File: config.mk
export PLATFORM = sky130hd
export DESIGN_NAME = frame_rate_trimmed_mean_estimator_flat
export DESIGN_NICKNAME = d
export VERILOG_FILES = /design/src/hw/rtl/frtm_pkg.sv /design/src/hw/rtl/frtm_if.sv /design/src/hw/rtl/frame_rate_trimmed_mean_estimator.sv /design/src/hw/rtl/frtm_cell.sv /design/src/hw/rtl/frtm_div.sv /design/src/flat_wrapper.sv
export SDC_FILE = /design/constraint.sdc
export NUM_CORES = 2
export LEC_CHECK = 0
export BUFFER_PORTS_ARGS = -buffer_cell sky130_fd_sc_hd__buf_2
export CORE_MARGIN = 2
export CORE_UTILIZATION = 25
export CTS_CLUSTER_DIAMETER = 60
export DETAILED_ROUTE_END_ITERATION = 12
export MAX_ROUTING_LAYER = met4
export PLACE_DENSITY_LB_ADDON = 0.08
export SLEW_MARGIN = 40
export SYNTH_ARGS = -nofsm -noshare
export SYNTH_HDL_FRONTEND = slang
export SYNTH_SLANG_ARGS = --single-unit
export TNS_END_PERCENT = 1
File: constraint.sdc
create_clock -name clock -period 10.81 [get_ports clock]
set_input_delay 2.162 -clock clock [delete_from_list [all_inputs] [get_ports clock]]
set_output_delay 2.162 -clock clock [all_outputs]
set_load 0.05 [all_outputs]
File: src/hw/rtl/frtm_pkg.sv
// ----------------------------------------------------------------------------
// frtm_pkg
// Shared widths, constants and types of the frame-rate trimmed-mean estimator.
// ----------------------------------------------------------------------------
package frtm_pkg;

   localparam int DUR_W  = 24;   // frame duration, microseconds
   localparam int FPS_W  = 20;   // whole frames per second
   localparam int FRAC_W = 8;    // fraction bits of a rate
   localparam int RATE_W = 28;   // 20.8 rate

   // 1e6 fps in 20.8, also the numerator per kept sample
   localparam logic [RATE_W-1:0] RATE_MAX = 28'd256000000;
   localparam logic [FPS_W-1:0]  FPS_MAX  = 20'd1000000;

   typedef struct packed {
      logic shift;   // new duration enters the chain
      logic load;    // probes take the cell's own value, rank clears
      logic step;    // compare against probe, probe moves one cell on
   } cell_ctrl_type;

endpackage

File: src/hw/rtl/frtm_if.sv
// ----------------------------------------------------------------------------
// frtm_if
// Valid/ready channels of the estimator: duration beats in, estimate beats out.
// ----------------------------------------------------------------------------
interface frtm_req_if;
   logic                       valid;
   logic                       ready;
   logic [frtm_pkg::DUR_W-1:0] frame_time_us;

   modport source (output valid, output frame_time_us, input ready);
   modport sink   (input valid, input frame_time_us, output ready);
endinterface

interface frtm_rsp_if #(parameter int HELD_W = 4);
   logic                       valid;
   logic                       ready;
   logic [frtm_pkg::FPS_W-1:0] fps_estimate;
   logic [HELD_W-1:0]          samples_held;

   modport source (output valid, output fps_estimate, output samples_held, input ready);
   modport sink   (input valid, input fps_estimate, input samples_held, output ready);
endinterface

File: src/hw/rtl/frame_rate_trimmed_mean_estimator.sv
// ----------------------------------------------------------------------------
// frame_rate_trimmed_mean_estimator
// Trimmed-mean frame-rate estimate over a sliding window of frame durations.
// ----------------------------------------------------------------------------
// One duration beat in gives one estimate beat out. The window is a chain of
// WINDOW_DEPTH cells; each beat holds the block from the accepting cycle until
// the next beat can be taken: a rank pass and a sum pass over the cell chain,
// the one-bit-a-cycle divider for the rate from the kept sum (a NUM_W =
// clog2(256e6*WINDOW_DEPTH+1) bit numerator), then a pass over the rate
// history whose mean comes from a reciprocal multiply. A new beat is taken
// while the previous estimate still waits in the output register; the last
// step stalls until that estimate has left.
// samples_held is clog2(WINDOW_DEPTH+1) bits wide; HELD_W of the response
// channel must match.
// ----------------------------------------------------------------------------
module frame_rate_trimmed_mean_estimator #(
   parameter int WINDOW_DEPTH   = 11,
   parameter int TRIM_EACH_SIDE = 2,
   parameter int RATE_HISTORY   = 3
) (
   input  logic        clock,
   input  logic        reset,
   frtm_req_if.sink    req_chan,
   frtm_rsp_if.source  rsp_chan
);

   localparam int    IDX_W   = $clog2(WINDOW_DEPTH);
   localparam int    FILL_W  = $clog2(WINDOW_DEPTH + 1);
   localparam int    RS_W    = (RATE_HISTORY > 1) ? $clog2(RATE_HISTORY) : 1;
   localparam int    CNT_W   = $clog2((WINDOW_DEPTH > RATE_HISTORY) ?
                                      WINDOW_DEPTH : RATE_HISTORY);
   localparam int    SUM_W   = frtm_pkg::DUR_W + FILL_W;
   localparam longint NUM_MAX = 64'd256000000 * WINDOW_DEPTH;
   localparam int    NUM_W   = $clog2(NUM_MAX + 1);
   localparam int    TOT_W   = frtm_pkg::RATE_W + $clog2(RATE_HISTORY + 1);
   // whole-fps history sum divided by RATE_HISTORY via reciprocal multiply
   localparam int    HQ_W    = TOT_W - frtm_pkg::FRAC_W;
   localparam int    RCP_SH  = HQ_W + $clog2(RATE_HISTORY);
   localparam int    RCP_W   = RCP_SH + 1;
   localparam int    PROD_W  = HQ_W + RCP_W;
   localparam logic [RCP_W-1:0] RCP_M =
      RCP_W'(((64'd1 << RCP_SH) + 64'(RATE_HISTORY) - 64'd1) / 64'(RATE_HISTORY));

   typedef enum logic [7:0] {
      ST_IDLE = 8'b0000_0001,
      ST_LOAD = 8'b0000_0010,
      ST_RANK = 8'b0000_0100,
      ST_SUM  = 8'b0000_1000,
      ST_DST1 = 8'b0001_0000,
      ST_DIV1 = 8'b0010_0000,
      ST_HSUM = 8'b0100_0000,
      ST_OUT  = 8'b1000_0000
   } state_type;

   state_type                     state_ff, state_in;
   logic [CNT_W-1:0]              cnt_ff, cnt_in;
   logic [FILL_W-1:0]             fill_ff, fill_in;
   logic [SUM_W-1:0]              sum_ff, sum_in;
   logic [TOT_W-1:0]              tot_ff, tot_in;
   logic [RS_W-1:0]               slot_ff, slot_in;
   logic [frtm_pkg::RATE_W-1:0]   hist_ff [RATE_HISTORY];
   logic [frtm_pkg::RATE_W-1:0]   hist_in [RATE_HISTORY];
   logic                          rsp_vld_ff, rsp_vld_in;
   logic [frtm_pkg::FPS_W-1:0]    fps_ff, fps_in;
   logic [FILL_W-1:0]             held_ff, held_in;

   logic                          accept;
   frtm_pkg::cell_ctrl_type       cell_ctrl;
   logic [frtm_pkg::DUR_W-1:0]    cell_val [WINDOW_DEPTH];
   logic                          cell_vld [WINDOW_DEPTH];
   logic [frtm_pkg::DUR_W-1:0]    prb_val  [WINDOW_DEPTH];
   logic [IDX_W-1:0]              prb_idx  [WINDOW_DEPTH];
   logic                          prb_vld  [WINDOW_DEPTH];
   logic [IDX_W-1:0]              rank     [WINDOW_DEPTH];

   logic                          div_start;
   logic [NUM_W-1:0]              div_num;
   logic [SUM_W-1:0]              div_den;
   logic                          div_done;
   logic [NUM_W-1:0]              div_quo;

   logic                          trim;
   logic [FILL_W-1:0]             kept_cnt;
   logic [IDX_W-1:0]              sel;
   logic [FILL_W-1:0]             sel_rank;
   logic                          keep;
   logic [frtm_pkg::RATE_W-1:0]   rate_sat;
   logic [PROD_W-1:0]             fps_prod;

   assign accept            = req_chan.valid && req_chan.ready;
   assign req_chan.ready    = (state_ff == ST_IDLE);
   assign cell_ctrl.shift   = accept;
   assign cell_ctrl.load    = (state_ff == ST_LOAD);
   assign cell_ctrl.step    = (state_ff == ST_RANK);

   for (genvar g = 0; g < WINDOW_DEPTH; g++) begin : g_cell
      localparam int PREV = (g == 0) ? WINDOW_DEPTH - 1 : g - 1;
      logic [frtm_pkg::DUR_W-1:0] sh_val;
      logic                       sh_vld;
      if (g == 0) begin : g_head
         assign sh_val = req_chan.frame_time_us;
         assign sh_vld = 1'b1;
      end else begin : g_body
         assign sh_val = cell_val[g-1];
         assign sh_vld = cell_vld[g-1];
      end
      frtm_cell #(
         .IDX_W    (IDX_W),
         .CELL_IDX (g)
      ) u_cell (
         .clock      (clock),
         .reset      (reset),
         .ctrl       (cell_ctrl),
         .shift_val  (sh_val),
         .shift_vld  (sh_vld),
         .prb_val_in (prb_val[PREV]),
         .prb_idx_in (prb_idx[PREV]),
         .prb_vld_in (prb_vld[PREV]),
         .val        (cell_val[g]),
         .vld        (cell_vld[g]),
         .prb_val    (prb_val[g]),
         .prb_idx    (prb_idx[g]),
         .prb_vld    (prb_vld[g]),
         .rank       (rank[g])
      );
   end

   frtm_div #(
      .NUM_W (NUM_W),
      .DEN_W (SUM_W)
   ) u_div (
      .clock (clock),
      .reset (reset),
      .start (div_start),
      .num   (div_num),
      .den   (div_den),
      .done  (div_done),
      .quo   (div_quo)
   );

   // trimming applies only with more than 2*TRIM_EACH_SIDE samples held
   assign trim     = fill_ff > FILL_W'(2 * TRIM_EACH_SIDE);
   assign kept_cnt = trim ? fill_ff - FILL_W'(2 * TRIM_EACH_SIDE) : fill_ff;
   assign sel      = cnt_ff[IDX_W-1:0];
   assign sel_rank = FILL_W'(rank[sel]);
   assign keep     = cell_vld[sel] &&
                     (!trim || ((sel_rank >= FILL_W'(TRIM_EACH_SIDE)) &&
                                (sel_rank < fill_ff - FILL_W'(TRIM_EACH_SIDE))));
   assign rate_sat = (div_quo > NUM_W'(frtm_pkg::RATE_MAX)) ?
                     frtm_pkg::RATE_MAX : div_quo[frtm_pkg::RATE_W-1:0];

   assign div_start = (state_ff == ST_DST1);
   assign div_num   = NUM_W'(kept_cnt) * NUM_W'(frtm_pkg::RATE_MAX);
   assign div_den   = sum_ff;

   assign fps_prod  = PROD_W'(tot_ff[TOT_W-1:frtm_pkg::FRAC_W]) * PROD_W'(RCP_M);

   always_comb begin
      state_in   = state_ff;
      cnt_in     = cnt_ff;
      fill_in    = fill_ff;
      sum_in     = sum_ff;
      tot_in     = tot_ff;
      slot_in    = slot_ff;
      hist_in    = hist_ff;
      rsp_vld_in = rsp_vld_ff && !rsp_chan.ready;
      fps_in     = fps_ff;
      held_in    = held_ff;
      case (state_ff)
         ST_IDLE: begin
            if (accept) begin
               if (fill_ff != FILL_W'(WINDOW_DEPTH)) begin
                  fill_in = fill_ff + FILL_W'(1);
               end
               state_in = ST_LOAD;
            end
         end
         ST_LOAD: begin
            cnt_in   = '0;
            state_in = ST_RANK;
         end
         ST_RANK: begin
            cnt_in = cnt_ff + CNT_W'(1);
            if (cnt_ff == CNT_W'(WINDOW_DEPTH - 1)) begin
               cnt_in   = '0;
               sum_in   = '0;
               state_in = ST_SUM;
            end
         end
         ST_SUM: begin
            if (keep) begin
               sum_in = sum_ff + SUM_W'(cell_val[sel]);
            end
            cnt_in = cnt_ff + CNT_W'(1);
            if (cnt_ff == CNT_W'(WINDOW_DEPTH - 1)) begin
               state_in = ST_DST1;
            end
         end
         ST_DST1: begin
            state_in = ST_DIV1;
         end
         ST_DIV1: begin
            if (div_done) begin
               hist_in[slot_ff] = rate_sat;
               slot_in = (slot_ff == RS_W'(RATE_HISTORY - 1)) ? '0 : slot_ff + RS_W'(1);
               cnt_in   = '0;
               tot_in   = '0;
               state_in = ST_HSUM;
            end
         end
         ST_HSUM: begin
            tot_in = tot_ff + TOT_W'(hist_ff[cnt_ff[RS_W-1:0]]);
            cnt_in = cnt_ff + CNT_W'(1);
            if (cnt_ff == CNT_W'(RATE_HISTORY - 1)) begin
               state_in = ST_OUT;
            end
         end
         ST_OUT: begin
            if (!rsp_vld_ff || rsp_chan.ready) begin
               rsp_vld_in = 1'b1;
               fps_in     = fps_prod[RCP_SH +: frtm_pkg::FPS_W];
               held_in    = fill_ff;
               state_in   = ST_IDLE;
            end
         end
         default: begin
            state_in = ST_IDLE;
         end
      endcase
   end

   always_ff @(posedge clock) begin
      if (reset) begin
         state_ff   <= ST_IDLE;
         cnt_ff     <= '0;
         fill_ff    <= '0;
         slot_ff    <= '0;
         rsp_vld_ff <= 1'b0;
         for (int i = 0; i < RATE_HISTORY; i++) begin
            hist_ff[i] <= '0;
         end
      end else begin
         state_ff   <= state_in;
         cnt_ff     <= cnt_in;
         fill_ff    <= fill_in;
         slot_ff    <= slot_in;
         rsp_vld_ff <= rsp_vld_in;
         hist_ff    <= hist_in;
      end
      sum_ff  <= sum_in;
      tot_ff  <= tot_in;
      fps_ff  <= fps_in;
      held_ff <= held_in;
   end

   assign rsp_chan.valid        = rsp_vld_ff;
   assign rsp_chan.fps_estimate = fps_ff;
   assign rsp_chan.samples_held = held_ff;

   a_fps_range: assert property (@(posedge clock) disable iff (reset)
      rsp_chan.valid |-> (rsp_chan.fps_estimate <= frtm_pkg::FPS_MAX))
      else $error("estimate above 1e6 fps");

   a_held_range: assert property (@(posedge clock) disable iff (reset)
      rsp_chan.valid |-> ((held_ff != '0) && (held_ff <= FILL_W'(WINDOW_DEPTH))))
      else $error("samples held out of range");

   a_div_phase: assert property (@(posedge clock) disable iff (reset)
      div_done |-> (state_ff == ST_DIV1))
      else $error("divider finished outside the divide phase");

endmodule

File: src/hw/rtl/frtm_cell.sv
// ----------------------------------------------------------------------------
// frtm_cell
// One window slot: holds a duration, passes it down the chain on insert, and
// ranks it against probe values that rotate around the ring of cells.
// ----------------------------------------------------------------------------
module frtm_cell #(
   parameter int IDX_W    = 4,
   parameter int CELL_IDX = 0
) (
   input  logic                       clock,
   input  logic                       reset,
   input  frtm_pkg::cell_ctrl_type    ctrl,
   input  logic [frtm_pkg::DUR_W-1:0] shift_val,
   input  logic                       shift_vld,
   input  logic [frtm_pkg::DUR_W-1:0] prb_val_in,
   input  logic [IDX_W-1:0]           prb_idx_in,
   input  logic                       prb_vld_in,
   output logic [frtm_pkg::DUR_W-1:0] val,
   output logic                       vld,
   output logic [frtm_pkg::DUR_W-1:0] prb_val,
   output logic [IDX_W-1:0]           prb_idx,
   output logic                       prb_vld,
   output logic [IDX_W-1:0]           rank
);

   logic [frtm_pkg::DUR_W-1:0] val_ff, val_in;
   logic                       vld_ff, vld_in;
   logic [frtm_pkg::DUR_W-1:0] prb_val_ff, prb_val_in_nx;
   logic [IDX_W-1:0]           prb_idx_ff, prb_idx_nx;
   logic                       prb_vld_ff, prb_vld_nx;
   logic [IDX_W-1:0]           rank_ff, rank_in;
   logic                       hit;

   // ties broken by cell position so equal values get distinct ranks
   assign hit = prb_vld_ff &&
                ((prb_val_ff < val_ff) ||
                 ((prb_val_ff == val_ff) && (prb_idx_ff < IDX_W'(CELL_IDX))));

   always_comb begin
      val_in        = val_ff;
      vld_in        = vld_ff;
      prb_val_in_nx = prb_val_ff;
      prb_idx_nx    = prb_idx_ff;
      prb_vld_nx    = prb_vld_ff;
      rank_in       = rank_ff;
      if (ctrl.shift) begin
         val_in = shift_val;
         vld_in = shift_vld;
      end
      if (ctrl.load) begin
         prb_val_in_nx = val_ff;
         prb_idx_nx    = IDX_W'(CELL_IDX);
         prb_vld_nx    = vld_ff;
         rank_in       = '0;
      end else if (ctrl.step) begin
         prb_val_in_nx = prb_val_in;
         prb_idx_nx    = prb_idx_in;
         prb_vld_nx    = prb_vld_in;
         rank_in       = rank_ff + IDX_W'(hit);
      end
   end

   always_ff @(posedge clock) begin
      if (reset) begin
         vld_ff     <= 1'b0;
         prb_vld_ff <= 1'b0;
      end else begin
         vld_ff     <= vld_in;
         prb_vld_ff <= prb_vld_nx;
      end
      val_ff     <= val_in;
      prb_val_ff <= prb_val_in_nx;
      prb_idx_ff <= prb_idx_nx;
      rank_ff    <= rank_in;
   end

   assign val     = val_ff;
   assign vld     = vld_ff;
   assign prb_val = prb_val_ff;
   assign prb_idx = prb_idx_ff;
   assign prb_vld = prb_vld_ff;
   assign rank    = rank_ff;

endmodule

File: src/hw/rtl/frtm_div.sv
// ----------------------------------------------------------------------------
// frtm_div
// Restoring unsigned divider, one quotient bit per cycle. Quotient holds
// until the next start. A zero divisor gives an all-ones quotient.
// ----------------------------------------------------------------------------
module frtm_div #(
   parameter int NUM_W = 32,
   parameter int DEN_W = 28
) (
   input  logic             clock,
   input  logic             reset,
   input  logic             start,
   input  logic [NUM_W-1:0] num,
   input  logic [DEN_W-1:0] den,
   output logic             done,
   output logic [NUM_W-1:0] quo
);

   localparam int CNT_W = $clog2(NUM_W + 1);

   logic [NUM_W-1:0] shf_ff, shf_in;
   logic [DEN_W-1:0] den_ff, den_in;
   logic [DEN_W-1:0] rem_ff, rem_in;
   logic [CNT_W-1:0] cnt_ff, cnt_in;
   logic             busy_ff, busy_in;
   logic             done_ff, done_in;
   logic [DEN_W:0]   rem_sh;
   logic [DEN_W:0]   rem_sub;
   logic             ge;

   assign rem_sh  = {rem_ff, shf_ff[NUM_W-1]};
   assign rem_sub = rem_sh - {1'b0, den_ff};
   assign ge      = rem_sh >= {1'b0, den_ff};

   always_comb begin
      shf_in  = shf_ff;
      den_in  = den_ff;
      rem_in  = rem_ff;
      cnt_in  = cnt_ff;
      busy_in = busy_ff;
      done_in = 1'b0;
      if (start) begin
         shf_in  = num;
         den_in  = den;
         rem_in  = '0;
         cnt_in  = CNT_W'(NUM_W);
         busy_in = 1'b1;
      end else if (busy_ff) begin
         shf_in = {shf_ff[NUM_W-2:0], ge};
         rem_in = ge ? rem_sub[DEN_W-1:0] : rem_sh[DEN_W-1:0];
         cnt_in = cnt_ff - CNT_W'(1);
         if (cnt_ff == CNT_W'(1)) begin
            busy_in = 1'b0;
            done_in = 1'b1;
         end
      end
   end

   always_ff @(posedge clock) begin
      if (reset) begin
         busy_ff <= 1'b0;
         done_ff <= 1'b0;
         cnt_ff  <= '0;
      end else begin
         busy_ff <= busy_in;
         done_ff <= done_in;
         cnt_ff  <= cnt_in;
      end
      shf_ff <= shf_in;
      den_ff <= den_in;
      rem_ff <= rem_in;
   end

   assign done = done_ff;
   assign quo  = shf_ff;

endmodule

File: src/flat_wrapper.sv
// flat-port wrapper written by rule: the top's interface ports become plain ports
module frame_rate_trimmed_mean_estimator_flat 
#(
   parameter int WINDOW_DEPTH   = 11,
   parameter int TRIM_EACH_SIDE = 2,
   parameter int RATE_HISTORY   = 3
)
  (clock, reset, req_chan_valid, req_chan_frame_time_us, req_chan_ready, rsp_chan_valid, rsp_chan_fps_estimate, rsp_chan_samples_held, rsp_chan_ready);
  frtm_req_if req_chan_i ();
  frtm_rsp_if #(.HELD_W((4))) rsp_chan_i ();
  input  logic clock;
  input  logic reset;
  input wire logic [$bits(req_chan_i.valid)-1:0] req_chan_valid;
  input wire logic [$bits(req_chan_i.frame_time_us)-1:0] req_chan_frame_time_us;
  output wire logic [$bits(req_chan_i.ready)-1:0] req_chan_ready;
  output wire logic [$bits(rsp_chan_i.valid)-1:0] rsp_chan_valid;
  output wire logic [$bits(rsp_chan_i.fps_estimate)-1:0] rsp_chan_fps_estimate;
  output wire logic [$bits(rsp_chan_i.samples_held)-1:0] rsp_chan_samples_held;
  input wire logic [$bits(rsp_chan_i.ready)-1:0] rsp_chan_ready;
  assign req_chan_i.valid = req_chan_valid;
  assign req_chan_i.frame_time_us = req_chan_frame_time_us;
  assign req_chan_ready = req_chan_i.ready;
  assign rsp_chan_valid = rsp_chan_i.valid;
  assign rsp_chan_fps_estimate = rsp_chan_i.fps_estimate;
  assign rsp_chan_samples_held = rsp_chan_i.samples_held;
  assign rsp_chan_i.ready = rsp_chan_ready;
  frame_rate_trimmed_mean_estimator #(.WINDOW_DEPTH(WINDOW_DEPTH), .TRIM_EACH_SIDE(TRIM_EACH_SIDE), .RATE_HISTORY(RATE_HISTORY)) u_core (.clock(clock), .reset(reset), .req_chan(req_chan_i), .rsp_chan(rsp_chan_i));
endmodule
==> metrics.txt <==
most frequent CP cell=fa_1; Wirelength per Cell=between 20 and 25 um; via count=~38000; Post-DRT Antenna Nets=0; area fraction of the dominant cell type after synthesis=35.5%; status=complete, no violations; setup repair bufs after CTS=0; Vias/cell=around 4.5; Arrival @ worst endpoint=about 7.5 ns; CTS tree=done; Final Skew=roughly 0.042 ns; Critical Path, Cell by Cell=ha_1, xor2_1, ha_1, nor2_1, fa_1, inv_1, fa_1, fa_1, fa_1, fa_1, ha_1, nand4_1, nor2_1, nand3_1, a31oi_1, nor2_4, o211a_4, o21ai_2, o41ai_4, o21ba_1, xnor2_1; clk sinks=~900; Row Count=about 170; Seq cells post-synth=approximately 920; leak pwr=26.3 nW; number of max-cap violations=0; period utilization=about 65%; Buffers on Ports=between 50 and 60; min-delay worst type=reg2reg; fmax=around 140 MHz; nets=a little over 6000; Worst-Skew Late Latency=slightly below 0.8 ns; Slew @ Worst Pin=a little over 0.8 ns; Util after Layout=28.8%; number of synthesized flops with an enable pin=between 600 and 700; Setup crit start kind=register; slew margin rel.=about 45%; Post-Route WL=171 mm; largest net degree at the start of global routing=roughly 110; Netlist cell types=94; TritonCTS Buffers=~140; VDD IR max=156 uV; CP Class=reg2reg; H-tree Lvls=4; CP max-delay cell=fa_1; Max clock buf depth=3; die footprint=between 0.2 and 0.25 sq mm; Non-Filler Instances=approximately 8500; placer congestion estimate=~0.8; CP required=around 11 ns; overflow left after global routing=0; top cells by area in the synthesized netlist=edfxtp_1, ha_1, dfxtp_1, fa_1, nand2_1; DP HPWL=around 120 mm; most frequent cells in the layout=nand2_1, edfxtp_1, inv_1; Mapped Cells=roughly 5300; Post-synth ARST share=0%; Post-synth top flop=edfxtp_1; pwr/cell area=169 mW/mm^2; RSZ-0062 raised after global routing=no; Pre-Repair DR Iteration Count=5; fin crit period=~7.0 ns; vias in the first global route=39800; share of layout cells above drive strength 1=under 10%; Worst Path Max Fanout=9; Avg Inst Size Synth=10.4 sq um; initial antenna violation count=9; Area Overhead vs Synth=14.8%; Inst Count DP=between 8000 and 9000; Clock transition at path regs=~0.05 ns; syn nets=just over 6000; sum of negative setup slack=0 ns; core box area=0.221 sq mm; CP endpoint kind=register; # fillers=23200; Final Hold Viols=0; drt initial violations=around 2300; most common cell after layout, fill and taps aside=nand2_1; first-pass GRT wire length=between 200 and 300 mm; CTS Root Cell=clkbuf_16; Hold Buf Count CTS=0; die height=approximately 480 um; DP Worst Slack=approximately 3.7 ns; post_cts resized=0; Remaining DRCs=0; Max Slew Vio Count=0; Cell Area, Synth=between 0.05 and 0.06 sq mm; die width=around 480 um; Seq/Total Area, Yosys=around 45%; Setup-failing EPs final=0; post-synth top area cell=edfxtp_1; initial core utilization=about 25%; I/O Pins=54; Worst path max stage delay=roughly 0.58 ns; Tot GR Track Use=15.7%; Worst Slack Setup Final=between 3 and 4 ns; Yosys warning count=0
==> state kept, by name, indices dropped and copies added, names as in the netlist, 30 cells and up <==
signal                        count
u_core.g_cell.u_cell.prb_val    264
u_core.g_cell.u_cell.val        264
u_core.hist_ff                   84
u_core.g_cell.u_cell.prb_idx     44
u_core.g_cell.u_cell.rank        44
u_core.u_div.quo                 32
u_core.tot_ff                    30
==> cells by family after synthesis <==
family                     Yosys count  share of synthesized area (%)
buffers and inverters              841                           5.83
muxes                              122                           3.52
and+or+nand+nor                   1400                           11.3
adders and majority gates          778                           19.9
DFF                                919                           45.0
AOI/OAI and AO/OA                 1144                           12.4
xor gates and xnor gates           133                           2.10
==> critical path: cells and delay by family (launching register included) <==
kind            cells  cell delay, ns
flops               1            0.57
buf+inv             1            0.06
xor+xnor            2            0.66
fa+ha+maj           8            3.59
compound gates      5            1.29
simple gates        5            0.57
==> layer usage <==
layer  global-route usage [%]  wire length (um)
met2                     25.0             79500
met1                     21.2             83100
met3                     2.07              4980
met5                        -                 0
met4                     3.66              3140
==> metrics by stage <==
| step | hold WS [ns] | power [mW] | area (sq um) |
|---|---|---|---|
| floorplan | 0.426 | 5.68 | 55500 |
| global placement | 0.430 | 6.41 | 59200 |
| detailed placement | 0.433 | 6.42 | 59300 |
| CTS | 0.446 | 11.0 | 63800 |
| global route | 0.451 | 11.4 | 63800 |
| finish | 0.444 | 10.8 | 63800 |
==> where the power goes <==
group          total [mW]  switching, mW  internal [mW]
sequential           4.52          0.280           4.24
combinational        1.78           1.15          0.632
clock                4.46           1.79           2.66
total                10.8           3.23           7.53
==> final timing paths <==
path,from,end,slack [ns],cells after the start
worst max-delay path,u_core.tot_ff[9]$_SDFFCE_PN0P_,u_core.rsp_chan.fps_estimate[19]$_DFFE_PP_,3.84,21
worst min-delay path,u_core.g_cell[8].u_cell.val[7]$_DFFE_PP_,u_core.g_cell[9].u_cell.val[7]$_DFFE_PP_,0.44,0
worst max register to register,u_core.tot_ff[9]$_SDFFCE_PN0P_,u_core.rsp_chan.fps_estimate[19]$_DFFE_PP_,3.84,21
worst min register to register,u_core.g_cell[8].u_cell.val[7]$_DFFE_PP_,u_core.g_cell[9].u_cell.val[7]$_DFFE_PP_,0.44,0
==> final cells by class <==
cell class	instances	area [sq um]	share of cell area, %
multi-input cells	3577	27400	43.0
flip-flops and latches	919	25000	39.2
clock buffers	186	3730	5.86
well taps	2975	3720	5.84
inverters	631	2380	3.73
repair buffers	105	785	1.23
clock inverters	59	731	1.15
diodes	4	10.0	0.0157
==> synth_stat cells (7+ instances only) <==
cell type,count
nand2b_1,41
a221oi_1,8
nand3b_1,12
edfxtp_1,656
xor2_1,74
buf_2,42
and2_1,9
a211oi_1,40
and3_1,14
o21ai_1,36
clkbuf_1,148
xnor2_1,59
a21oi_1,281
nor2_1,256
ha_1,601
a311oi_1,12
dfxtp_1,263
a21o_1,104
fa_1,177
o211ai_1,12
mux4_2,58
o21a_1,54
nand3_1,131
or2_2,8
nor4_1,8
a31oi_1,16
or3_1,9
o31ai_1,7
o21bai_1,12
nand4b_1,9
nor3_1,50
mux2i_1,58
nor2b_1,52
inv_1,629
buf_1,15
nand2_1,697
nand4_1,75
a221o_1,27
o21ai_0,464
No activity file was read; power rests on OpenSTA's default activity.
